[src/rtl/imu_pkg.sv]
// Shared types, constants and helpers for the IMU triad error model.
// Used by imu_lane, imu_triad_error_model_top and the port checker.
package imu_pkg;

   localparam int AXES      = 3;
   localparam int NUM_REGS  = 8;
   localparam int FRAC_BITS = 24;
   localparam int DIST_BITS = 24;
   localparam int MUL_W     = 33;
   localparam int PROD_W    = 2 * MUL_W;
   localparam int NUM_W     = 48;
   localparam int CNT_W     = 6;

   // Register indexes of the configuration port.
   typedef enum logic [2:0] {
      REG_QUANTUM,
      REG_BIAS_DECAY,
      REG_DRIVE_SIGMA,
      REG_WHITE_SIGMA,
      REG_SCALE_DIAG,
      REG_MISALIGN_FIRST,
      REG_MISALIGN_SECOND,
      REG_TURNON_BIAS
   } reg_idx_type;

   // Sequencer state of one axis lane.
   typedef enum logic [2:0] {
      LN_IDLE,
      LN_MUL,
      LN_DIV,
      LN_FIN,
      LN_DONE
   } lane_state_type;

   typedef struct packed {
      logic signed [31:0] truth_x;
      logic signed [31:0] truth_y;
      logic signed [31:0] truth_z;
      logic        [31:0] interval;
      logic signed [15:0] gm_drive_x;
      logic signed [15:0] gm_drive_y;
      logic signed [15:0] gm_drive_z;
      logic signed [15:0] noise_draw_x;
      logic signed [15:0] noise_draw_y;
      logic signed [15:0] noise_draw_z;
   } req_type;

   typedef struct packed {
      logic signed [31:0] meas_x;
      logic signed [31:0] meas_y;
      logic signed [31:0] meas_z;
   } rsp_type;

   // Settings one lane needs: the shared model settings, its row of the distortion matrix and its turn-on bias.
   typedef struct packed {
      logic [30:0]      quantum;
      logic [15:0]      bias_decay;
      logic [30:0]      drive_sigma;
      logic [30:0]      white_sigma;
      logic [2:0][15:0] m_row;
      logic [20:0]      turnon;
   } lane_cfg_type;

   // Item fields one lane needs.
   typedef struct packed {
      logic [2:0][31:0] truth;
      logic [31:0]      truth_self;
      logic [31:0]      interval;
      logic [15:0]      gm_drive;
      logic [15:0]      noise_draw;
   } lane_item_type;

   // Handshake between the top level and a lane.
   typedef struct packed {
      logic start;
      logic ack;
   } lane_ctl_type;

   // Saturate a wide signed value to 32 bits.
   function automatic logic signed [31:0] sat32(input logic signed [NUM_W-1:0] v);
      logic signed [NUM_W-1:0] hi;
      logic signed [NUM_W-1:0] lo;
      hi = NUM_W'(32'sh7FFFFFFF);
      lo = -NUM_W'(33'sh080000000);
      if (v > hi) begin
         sat32 = 32'sh7FFFFFFF;
      end else if (v < lo) begin
         sat32 = 32'sh80000000;
      end else begin
         sat32 = v[31:0];
      end
   endfunction

endpackage

[src/rtl/imu_lane.sv]
// One axis lane: Gauss-Markov bias, distortion, noise and carry quantizer.
// Depends on imu_pkg; one shared multiplier and a bit-serial remainder unit.
module imu_lane
   import imu_pkg::*;
(
   input  logic               clock,
   input  logic               reset,
   input  lane_ctl_type       ctl,
   input  lane_cfg_type       cfg,
   input  lane_item_type      item,
   output logic               done,
   output logic signed [31:0] meas
);

   lane_state_type state_ff, state_in;
   logic [3:0]  st_ff, st_in;
   logic [CNT_W-1:0] cnt_ff, cnt_in;
   logic signed [PROD_W-1:0] prod_ff, prod_in;
   logic signed [PROD_W-1:0] gacc_ff, gacc_in;
   logic signed [PROD_W-1:0] uacc_ff, uacc_in;
   logic signed [31:0] gm_bias_ff, gm_bias_in;
   logic signed [31:0] carry_ff, carry_in;
   logic signed [NUM_W-1:0] num_ff, num_in;
   logic [NUM_W-1:0] mag_ff, mag_in;
   logic [31:0] rem_ff, rem_in;
   logic signed [31:0] meas_ff, meas_in;

   logic signed [MUL_W-1:0] op_a, op_b;
   logic signed [PROD_W-1:0] gsum, rnd;
   logic signed [NUM_W-1:0] r48, s48, n48, y48;
   logic [MUL_W-1:0] div_d, div_t, remc;
   logic signed [MUL_W:0] cdiff;

   // Operand selection for the shared multiplier.
   always_comb begin
      op_a = '0;
      op_b = '0;
      case (st_ff)
         4'd0: begin
            op_a = MUL_W'({1'b0, cfg.bias_decay});
            op_b = MUL_W'(gm_bias_ff);
         end
         4'd1: begin
            op_a = MUL_W'({1'b0, cfg.drive_sigma});
            op_b = MUL_W'($signed(item.gm_drive));
         end
         4'd2: begin
            op_a = MUL_W'($signed(cfg.m_row[0]));
            op_b = MUL_W'($signed(item.truth[0]));
         end
         4'd3: begin
            op_a = MUL_W'($signed(cfg.m_row[1]));
            op_b = MUL_W'($signed(item.truth[1]));
         end
         4'd4: begin
            op_a = MUL_W'($signed(cfg.m_row[2]));
            op_b = MUL_W'($signed(item.truth[2]));
         end
         4'd5: begin
            op_a = MUL_W'($signed(cfg.turnon));
            op_b = {1'b0, item.interval};
         end
         4'd6: begin
            op_a = MUL_W'(gm_bias_ff);
            op_b = {1'b0, item.interval};
         end
         4'd7: begin
            op_a = MUL_W'({1'b0, cfg.white_sigma});
            op_b = MUL_W'($signed(item.noise_draw));
         end
         default: begin
            op_a = '0;
            op_b = '0;
         end
      endcase
   end

   // Arithmetic shared by the sequencer steps.
   always_comb begin
      prod_in = op_a * op_b;
      gsum    = gacc_ff + (prod_ff <<< 16) + (PROD_W'(1) <<< 27);
      rnd     = (uacc_ff + (PROD_W'(1) <<< (DIST_BITS - 1))) >>> DIST_BITS;
      r48     = rnd[NUM_W-1:0];
      s48     = r48 + NUM_W'(carry_ff);
      n48     = (s48 <<< 1) + NUM_W'({1'b0, cfg.quantum});
      div_d   = MUL_W'({cfg.quantum, 1'b0});
      div_t   = {rem_ff, mag_ff[NUM_W-1]};
      if (num_ff[NUM_W-1] && (rem_ff != '0)) begin
         remc = div_d - MUL_W'(rem_ff);
      end else begin
         remc = MUL_W'(rem_ff);
      end
      y48   = (num_ff - $signed(NUM_W'(remc))) >>> 1;
      cdiff = ($signed({1'b0, remc}) - $signed((MUL_W+1)'({1'b0, cfg.quantum}))) >>> 1;
   end

   // Sequencer: next state and register updates.
   always_comb begin
      state_in   = state_ff;
      st_in      = st_ff;
      cnt_in     = cnt_ff;
      gacc_in    = gacc_ff;
      uacc_in    = uacc_ff;
      gm_bias_in = gm_bias_ff;
      carry_in   = carry_ff;
      num_in     = num_ff;
      mag_in     = mag_ff;
      rem_in     = rem_ff;
      meas_in    = meas_ff;
      case (state_ff)
         LN_IDLE: begin
            if (ctl.start) begin
               state_in = LN_MUL;
               st_in    = '0;
               uacc_in  = PROD_W'($signed(item.truth_self)) <<< DIST_BITS;
            end
         end
         LN_MUL: begin
            st_in = st_ff + 4'd1;
            case (st_ff)
               4'd1: gacc_in = prod_ff <<< 12;
               4'd2: gm_bias_in = sat32(NUM_W'(gsum >>> 28));
               4'd3, 4'd4, 4'd5: uacc_in = uacc_ff + prod_ff;
               4'd6: uacc_in = uacc_ff + (prod_ff >>> 4);
               4'd7: uacc_in = uacc_ff + (prod_ff >>> 8);
               4'd8: uacc_in = uacc_ff + (prod_ff <<< 12);
               4'd9: begin
                  if (cfg.quantum == '0) begin
                     meas_in  = sat32(r48);
                     state_in = LN_DONE;
                  end else begin
                     num_in   = n48;
                     mag_in   = n48[NUM_W-1] ? NUM_W'(-n48) : NUM_W'(n48);
                     rem_in   = '0;
                     cnt_in   = '0;
                     state_in = LN_DIV;
                  end
               end
               default: ;
            endcase
         end
         LN_DIV: begin
            // One remainder bit per cycle.
            if (div_t >= div_d) begin
               rem_in = 32'(div_t - div_d);
            end else begin
               rem_in = div_t[31:0];
            end
            mag_in = mag_ff << 1;
            cnt_in = cnt_ff + CNT_W'(1);
            if (cnt_ff == CNT_W'(NUM_W - 1)) begin
               state_in = LN_FIN;
            end
         end
         LN_FIN: begin
            meas_in  = sat32(y48);
            carry_in = cdiff[31:0];
            state_in = LN_DONE;
         end
         LN_DONE: begin
            if (ctl.ack) begin
               state_in = LN_IDLE;
            end
         end
         default: state_in = LN_IDLE;
      endcase
   end

   // Control state and per-axis model state.
   always_ff @(posedge clock) begin
      if (reset) begin
         state_ff   <= LN_IDLE;
         st_ff      <= '0;
         cnt_ff     <= '0;
         gm_bias_ff <= '0;
         carry_ff   <= '0;
      end else begin
         state_ff   <= state_in;
         st_ff      <= st_in;
         cnt_ff     <= cnt_in;
         gm_bias_ff <= gm_bias_in;
         carry_ff   <= carry_in;
      end
   end

   // Datapath registers.
   always_ff @(posedge clock) begin
      prod_ff <= prod_in;
      gacc_ff <= gacc_in;
      uacc_ff <= uacc_in;
      num_ff  <= num_in;
      mag_ff  <= mag_in;
      rem_ff  <= rem_in;
      meas_ff <= meas_in;
   end

   assign done = (state_ff == LN_DONE);
   assign meas = meas_ff;

endmodule

[config.mk]
export PLATFORM = sky130hd
export DESIGN_NAME = imu_lane
export DESIGN_NICKNAME = d
export VERILOG_FILES = /design/src/rtl/imu_pkg.sv /design/src/rtl/imu_lane.sv
export SDC_FILE = /design/constraint.sdc
export NUM_CORES = 2
export LEC_CHECK = 0
export BUFFER_PORTS_ARGS = -buffer_cell sky130_fd_sc_hd__buf_2
export CORE_MARGIN = 5
export CORE_UTILIZATION = 55
export CTS_CLUSTER_DIAMETER = 100
export DETAILED_ROUTE_END_ITERATION = 10
export PLACE_DENSITY_LB_ADDON = 0.3
export SLEW_MARGIN = 40
export SYNTH_ARGS = -nofsm -noshare
export SYNTH_HDL_FRONTEND = slang
export SYNTH_SLANG_ARGS = --single-unit
[constraint.sdc]
create_clock -name clock -period 23.3 [get_ports clock]
set_clock_uncertainty 0.15 [all_clocks]
set_input_delay 1.165 -clock clock [delete_from_list [all_inputs] [get_ports clock]]
set_output_delay 1.165 -clock clock [all_outputs]
set_load 0.05 [all_outputs]
-- Word-level counts from Yosys, hierarchy flattened
Cells that the tools add are included.
- flip-flop bits (word level): 420
- latch bits: 0
- bits in writable memories: 0
- ROM bits: 0
- input port bits: 374
- output and inout bits: 33
- memories: 0
- add/subtract/negate cells: 16
- multiply operators: 1
- div/mod/pow operators: 0
- $lt $le $gt $ge: 7
- equal/unequal tests: 21
- shift-type cells: 0
- multiplexer cells: 34
- bitwise logic cells: 1
- reductions and logical operators: 18
- operators with widths (cell ; count):
    $mux 32 ; 11
    $pmux 33 s8 ; 1
    $pmux 66 s4 ; 1
    $pmux 33 s7 ; 1
    $add 66x66->66 ; 3
    $mux 48 ; 3
    $pmux 66 s2 ; 1
    $pmux 32 s2 ; 2
    $pmux 48 s2 ; 1
    $add 66x25->66 const B ; 1
    $add 66x29->66 const B ; 1
    $add 66x58->66 ; 1
    $add 66x62->66 ; 1
    $mul 33x33->66 ; 1
    $mux 66 ; 1
    $neg 45->48 ; 1
    $sub 45x34->46 ; 1
    $add 44x32->45 ; 1
    $gt 45x32->1 const B ; 1
    $lt 45x32->1 const B ; 1
    $add 42x32->43 ; 1
    $gt 42x32->1 const B ; 1
    $lt 42x32->1 const B ; 1
    $gt 38x32->1 const B ; 1
    36 further kinds ; 59

-- Depth between registers and ports, before layout
- depth after elaboration: 8
- gate-level depth with buffers: 40

-- Worst setup path after synthesis
OpenSTA, ideal clock, no wires.
- path type: in2reg
- start: input port cfg[52] (netlist bit)
- end: register prod_ff[64]
- library setup time: 0.072 ns
- data arrival time: 10.289 ns
- required time: 23.078 ns
- path slack: 12.789 ns
- stages: 33
- cells stage by stage: a22o_1 a21oi_1 a21boi_0 clkbuf_1 and2_1 clkbuf_1 nor2_1 fa_1 fa_1 fa_1 inv_1 fa_1 inv_1 fa_1 fa_1 fa_1 inv_1 fa_1 inv_1 ha_1 and3_1 and3_1 a211oi_1 a21oi_1 or4_1 a311oi_1 a31oi_1 a211o_1 a41o_1 a21oi_1 o21ai_0 a21oi_1 xnor2_1
- cells in the longest elaborated chain, start to end: 2
- ends and longest elaborated chain (what ; line ; text):
    from (decl) ; imu_lane.sv:9 ; input lane_cfg_type cfg,
    $pmux 33 s8 ; imu_lane.sv:38 ; case (st_ff)
    $mul 33x33->66 ; imu_lane.sv:80 ; prod_in = op_a * op_b;
    net prod_in[64] ; imu_lane.sv:18 ; logic signed [PROD_W-1:0] prod_ff, prod_in;
    to (signal assigned) ; imu_lane.sv:188 ; prod_ff <= prod_in;
    to (decl) ; imu_lane.sv:18 ;
The timed path passes the listed nets, and every way through them passes these cells.
A chain may end at the register's enable or synchronous reset.

-- Worst setup path after layout
- start: register st_ff[2]
- end: register prod_ff[64]
- cells in the longest elaborated chain, start to end: 4
- elaborated cells on any way between the ends: 12
- ends and longest elaborated chain (what ; line ; text):
    from (decl) ; imu_lane.sv:16 ; logic [3:0] st_ff, st_in;
    from (signal assigned) ; imu_lane.sv:179 ; st_ff <= st_in;
    $eq 4x3->1 ; imu_lane.sv:38 ;
    $reduce_or 2->1 (no line) ; - ;
    $pmux 33 s7 ; imu_lane.sv:38 ;
    $mul 33x33->66 (*) ; imu_lane.sv:80 ;
    net prod_in[64] ; imu_lane.sv:18 ;
The timed path passes the listed nets; every way through them passes the cells marked *.

==> flow_summary.json <==
{
  "synth-simple-area-share_pct": 15.6,
  "synth-seq-cells": 416,
  "synth_compound_gate_area_share_pct": 16.0,
  "syn_area_per_cell_sq_um": 8.55,
  "layout.cells.non_filler": 11300,
  "postSynthNetCount": 11200,
  "p_leak_nw": 41.3,
  "worst_skew_pair.late_latency_ns": 0.63,
  "netlist.top_cell.by_area": "sky130_fd_sc_hd__fa_1",
  "cts.htree.levels": 2,
  "cts.repair.resized": 0,
  "area_delta_synth_final_pct": 7.96,
  "placeableCoreArea_sq_mm": 0.141,
  "numPortBuffers": 406,
  "min_period_ns": 12.45,
  "cts-buffers-inserted": 50,
  "synth_top_cells_by_count": "sky130_fd_sc_hd__inv_1 (1,399), sky130_fd_sc_hd__fa_1 (1,130), sky130_fd_sc_hd__nand2_1 (1,102)",
  "power.combinational.fraction_pct": 72.8,
  "postCtsSetupRepairBufs": 0,
  "drc_errors": 0,
  "clk_path_buf_depth": 3,
  "synth_cell_type_count": 90,
  "post-synth-top-count-cell": "sky130_fd_sc_hd__inv_1",
  "r2r_depth": 35,
  "die_h_um": 386,
  "antenna_violating_nets_post_route": 0,
  "initial_core_util_pct": 55.2,
  "endpoint_kind": "flip-flop",
  "cpMaxStageDelayCell": "sky130_fd_sc_hd__and2_2",
  "floorplan.io_pins": 407,
  "finalHoldViolations": 0,
  "place.gp.congestion": 1.10,
  "grt_antenna_before_repair": 18,
  "status": "complete, no violations",
  "rows": 138,
  "synth_edf_count": 273,
  "postSynthCellCount": 9112,
  "pin_count_of_the_biggest_net_entering_global_routing": 81,
  "clock_transition_time_at_the_flip_flop_clock_pins_of_the_worst_setup_and_hold_paths_ns": 0.06,
  "syn_area_sq_mm": 0.0779,
  "synthXorXnorAreaFrac_pct": 5.24,
  "crit_path_start_kind": "flip-flop",
  "cells_after_dpl": 11100,
  "timing.max_slew.rel_slack_pct": 28.9,
  "crit_arrival_ns": 12.82,
  "share_seq_of_total_power_pct": 15.6,
  "critPathMostFrequentCell": "sky130_fd_sc_hd__fa_1",
  "switching_share_pct": 53.6,
  "via_count": 70900,
  "fin_tns_setup_ns": 0,
  "period_share_pct": 53.4,
  "ys.flop_type": "sky130_fd_sc_hd__edfxtp_1",
  "synth_seq_area_share_pct": 14.2,
  "clkPwrFrac_pct": 11.6,
  "drtPass1Iterations": 9,
  "yosys-top-cells-area": "sky130_fd_sc_hd__fa_1 (29%), sky130_fd_sc_hd__edfxtp_1 (11%), sky130_fd_sc_hd__ha_1 (10%)",
  "synth-warning-count": 0,
  "largest_driver_fanout_on_the_critical_path": 29,
  "timing.critical_path.required_ns": 23.68,
  "tightest_slew_ns": 1.07,
  "finalSetupViolations": 0,
  "cts_hold_buffers_added": 0,
  "die-width_um": 386,
  "tritoncts_clock_tree": "yes",
  "grt_first_pass_wirelength_um": 430000,
  "netlist.area_leader.share_pct": 29.0,
  "wire_per_inst_um": 25.8,
  "detail_route.vias_per_cell": 6.30,
  "internal_power_mw": 3.55,
  "timing_worst_setup_path_type": "flip-flop to flip-flop",
  "number_of_global_route_vias_before_repair": 70200,
  "grt.overflow.total": 0,
  "critPathMaxStageDelay_ns": 0.79,
  "main_combinational_cell_family_by_area_after_synthesis": "adder cells",
  "rsz0062_at_grt": "no",
  "power.density_mw_per_mm2": 90.9,
  "hpwlAfterDp_um": 234000,
  "maxSlewViolCount": 0,
  "hold_depth": 2,
  "die-area_sq_mm": 0.149,
  "global_router_s_overall_resource_usage_pct": 38.4,
  "p_sw_mw": 4.10,
  "max_cap_violations": 0,
  "synth-adder-area-share_pct": 39.2,
  "initialDrtViolationCount": 8066,
  "fmax_mhz": 80.3,
  "nets": 11400,
  "clock_sink_count": 416,
  "hold_class": "flip-flop to flip-flop",
  "synth_mux_area_share_pct": 0.943,
  "route.final.wire_length_um": 291000,
  "final_layout_size_suffix_gt1_share_pct": 8.57,
  "vdd_ir_drop_max_v": 0.000107,
  "async_flop_share_pct": 0,
  "clk_root_buffer_cell": "sky130_fd_sc_hd__clkbuf_16"
}
power by group through the flow:
| stage | combinational, mW | clock, mW | sequential, mW |
|---|---|---|---|
| after floorplan | 3.82 | 0 | 1.05 |
| after global placement | 5.34 | 0 | 1.18 |
| after detailed placement | 5.40 | 0 | 1.18 |
| after CTS | 5.46 | 0.898 | 1.17 |
| after global routing | 6.08 | 0.927 | 1.18 |
| final | 5.57 | 0.890 | 1.19 |
through the flow:
step	util, %	worst slack [ns]	power [mW]	cell area (sq um)	hold WS (ns)
after floorplan	-	12.79	4.87	77900	0.286
after global placement	58.2	11.39	6.52	82000	0.292
after detailed placement	58.2	11.14	6.58	82100	0.301
after CTS	59.5	11.10	7.53	84000	0.309
after global routing	59.6	10.41	8.19	84000	0.325
final	59.6	10.85	7.65	84100	0.308
final cells by class:
| cell class | count | area (sq um) |
|---|---|---|
| Antenna cell | 16 | 40.0 |
| Clock buffer | 66 | 1470 |
| Clock inverter | 27 | 359 |
| Fill cell | 12600 | 57000 |
| Inverter | 1400 | 5260 |
| Multi-Input combinational cell | 6877 | 60300 |
| Sequential cell | 416 | 11100 |
| Tap cell | 1890 | 2360 |
| Timing Repair Buffer | 562 | 3220 |
cell families (layout without fill, tap and decap cells):
group                      after synthesis  count (layout)
and+or+nand+nor                       2714            2714
AOI/OAI and AO/OA                     1865            1865
buffers and inverters                 1819            2055
adders and majority gates             1763            1763
xor gates and xnor gates               466             466
DFF                                    416             416
muxes                                   69              69
other                                    0              16
worst max-delay path, delay by kind of cell, from the launching register on:
kind	cells	cell delay, ns
AO/OA/AOI/OAI	12	3.17
adder cells (fa/ha/maj)	9	4.51
flip-flops	1	0.40
XOR/XNOR	1	0.14
AND/OR/NAND/NOR	6	2.76
buffers and inverters	7	1.20
cell usage in the layout, fill, tap and decap left out, types with 80 or more instances in the layout:
cell | synthesis | final
sky130_fd_sc_hd__inv_1 | 1399 | 1398
sky130_fd_sc_hd__fa_1 | 1130 | 1130
sky130_fd_sc_hd__nand2_1 | 1102 | 1100
sky130_fd_sc_hd__nor2_1 | 813 | 812
sky130_fd_sc_hd__ha_1 | 633 | 633
sky130_fd_sc_hd__a21oi_1 | 520 | 517
sky130_fd_sc_hd__buf_2 | 0 | 407
sky130_fd_sc_hd__xnor2_1 | 278 | 277
sky130_fd_sc_hd__edfxtp_1 | 273 | 273
sky130_fd_sc_hd__o21ai_0 | 260 | 257
sky130_fd_sc_hd__a21o_1 | 253 | 253
sky130_fd_sc_hd__xor2_1 | 188 | 188
sky130_fd_sc_hd__a22oi_1 | 180 | 180
sky130_fd_sc_hd__buf_4 | 0 | 150
sky130_fd_sc_hd__dfxtp_1 | 143 | 143
sky130_fd_sc_hd__nand3_1 | 126 | 119
sky130_fd_sc_hd__nand4_1 | 92 | 92
sky130_fd_sc_hd__and2_1 | 87 | 80
sequential cells by signal, indices dropped and copies added, names as in the netlist:
register / cells
state_ff: 3
mag_ff: 48
st_ff: 4
rem_ff: 32
meas: 32
carry_ff: 32
gacc_ff: 50
num_ff: 45
gm_bias_ff: 32
cnt_ff: 6
uacc_ff: 66
prod_ff: 66
per-layer routing:
layer	GRT usage [%]	wire (um)	vias to the layer above
met3	12.5	38700	1040
met2	56.9	122000	4540
met4	22.3	21400	12
li1	-	-	30700
met5	0	78	-
met1	49.3	108000	34600
worst paths after layout:
path                                   from          end  slack, ns
worst max-delay path               st_ff[2]  prod_ff[64]      10.85
worst min register to register  carry_ff[6]  carry_ff[6]       0.31
worst max register to register     st_ff[2]  prod_ff[64]      10.85
worst min-delay path            carry_ff[6]  carry_ff[6]       0.31
Note: power is estimated with default switching activity, not from simulation.
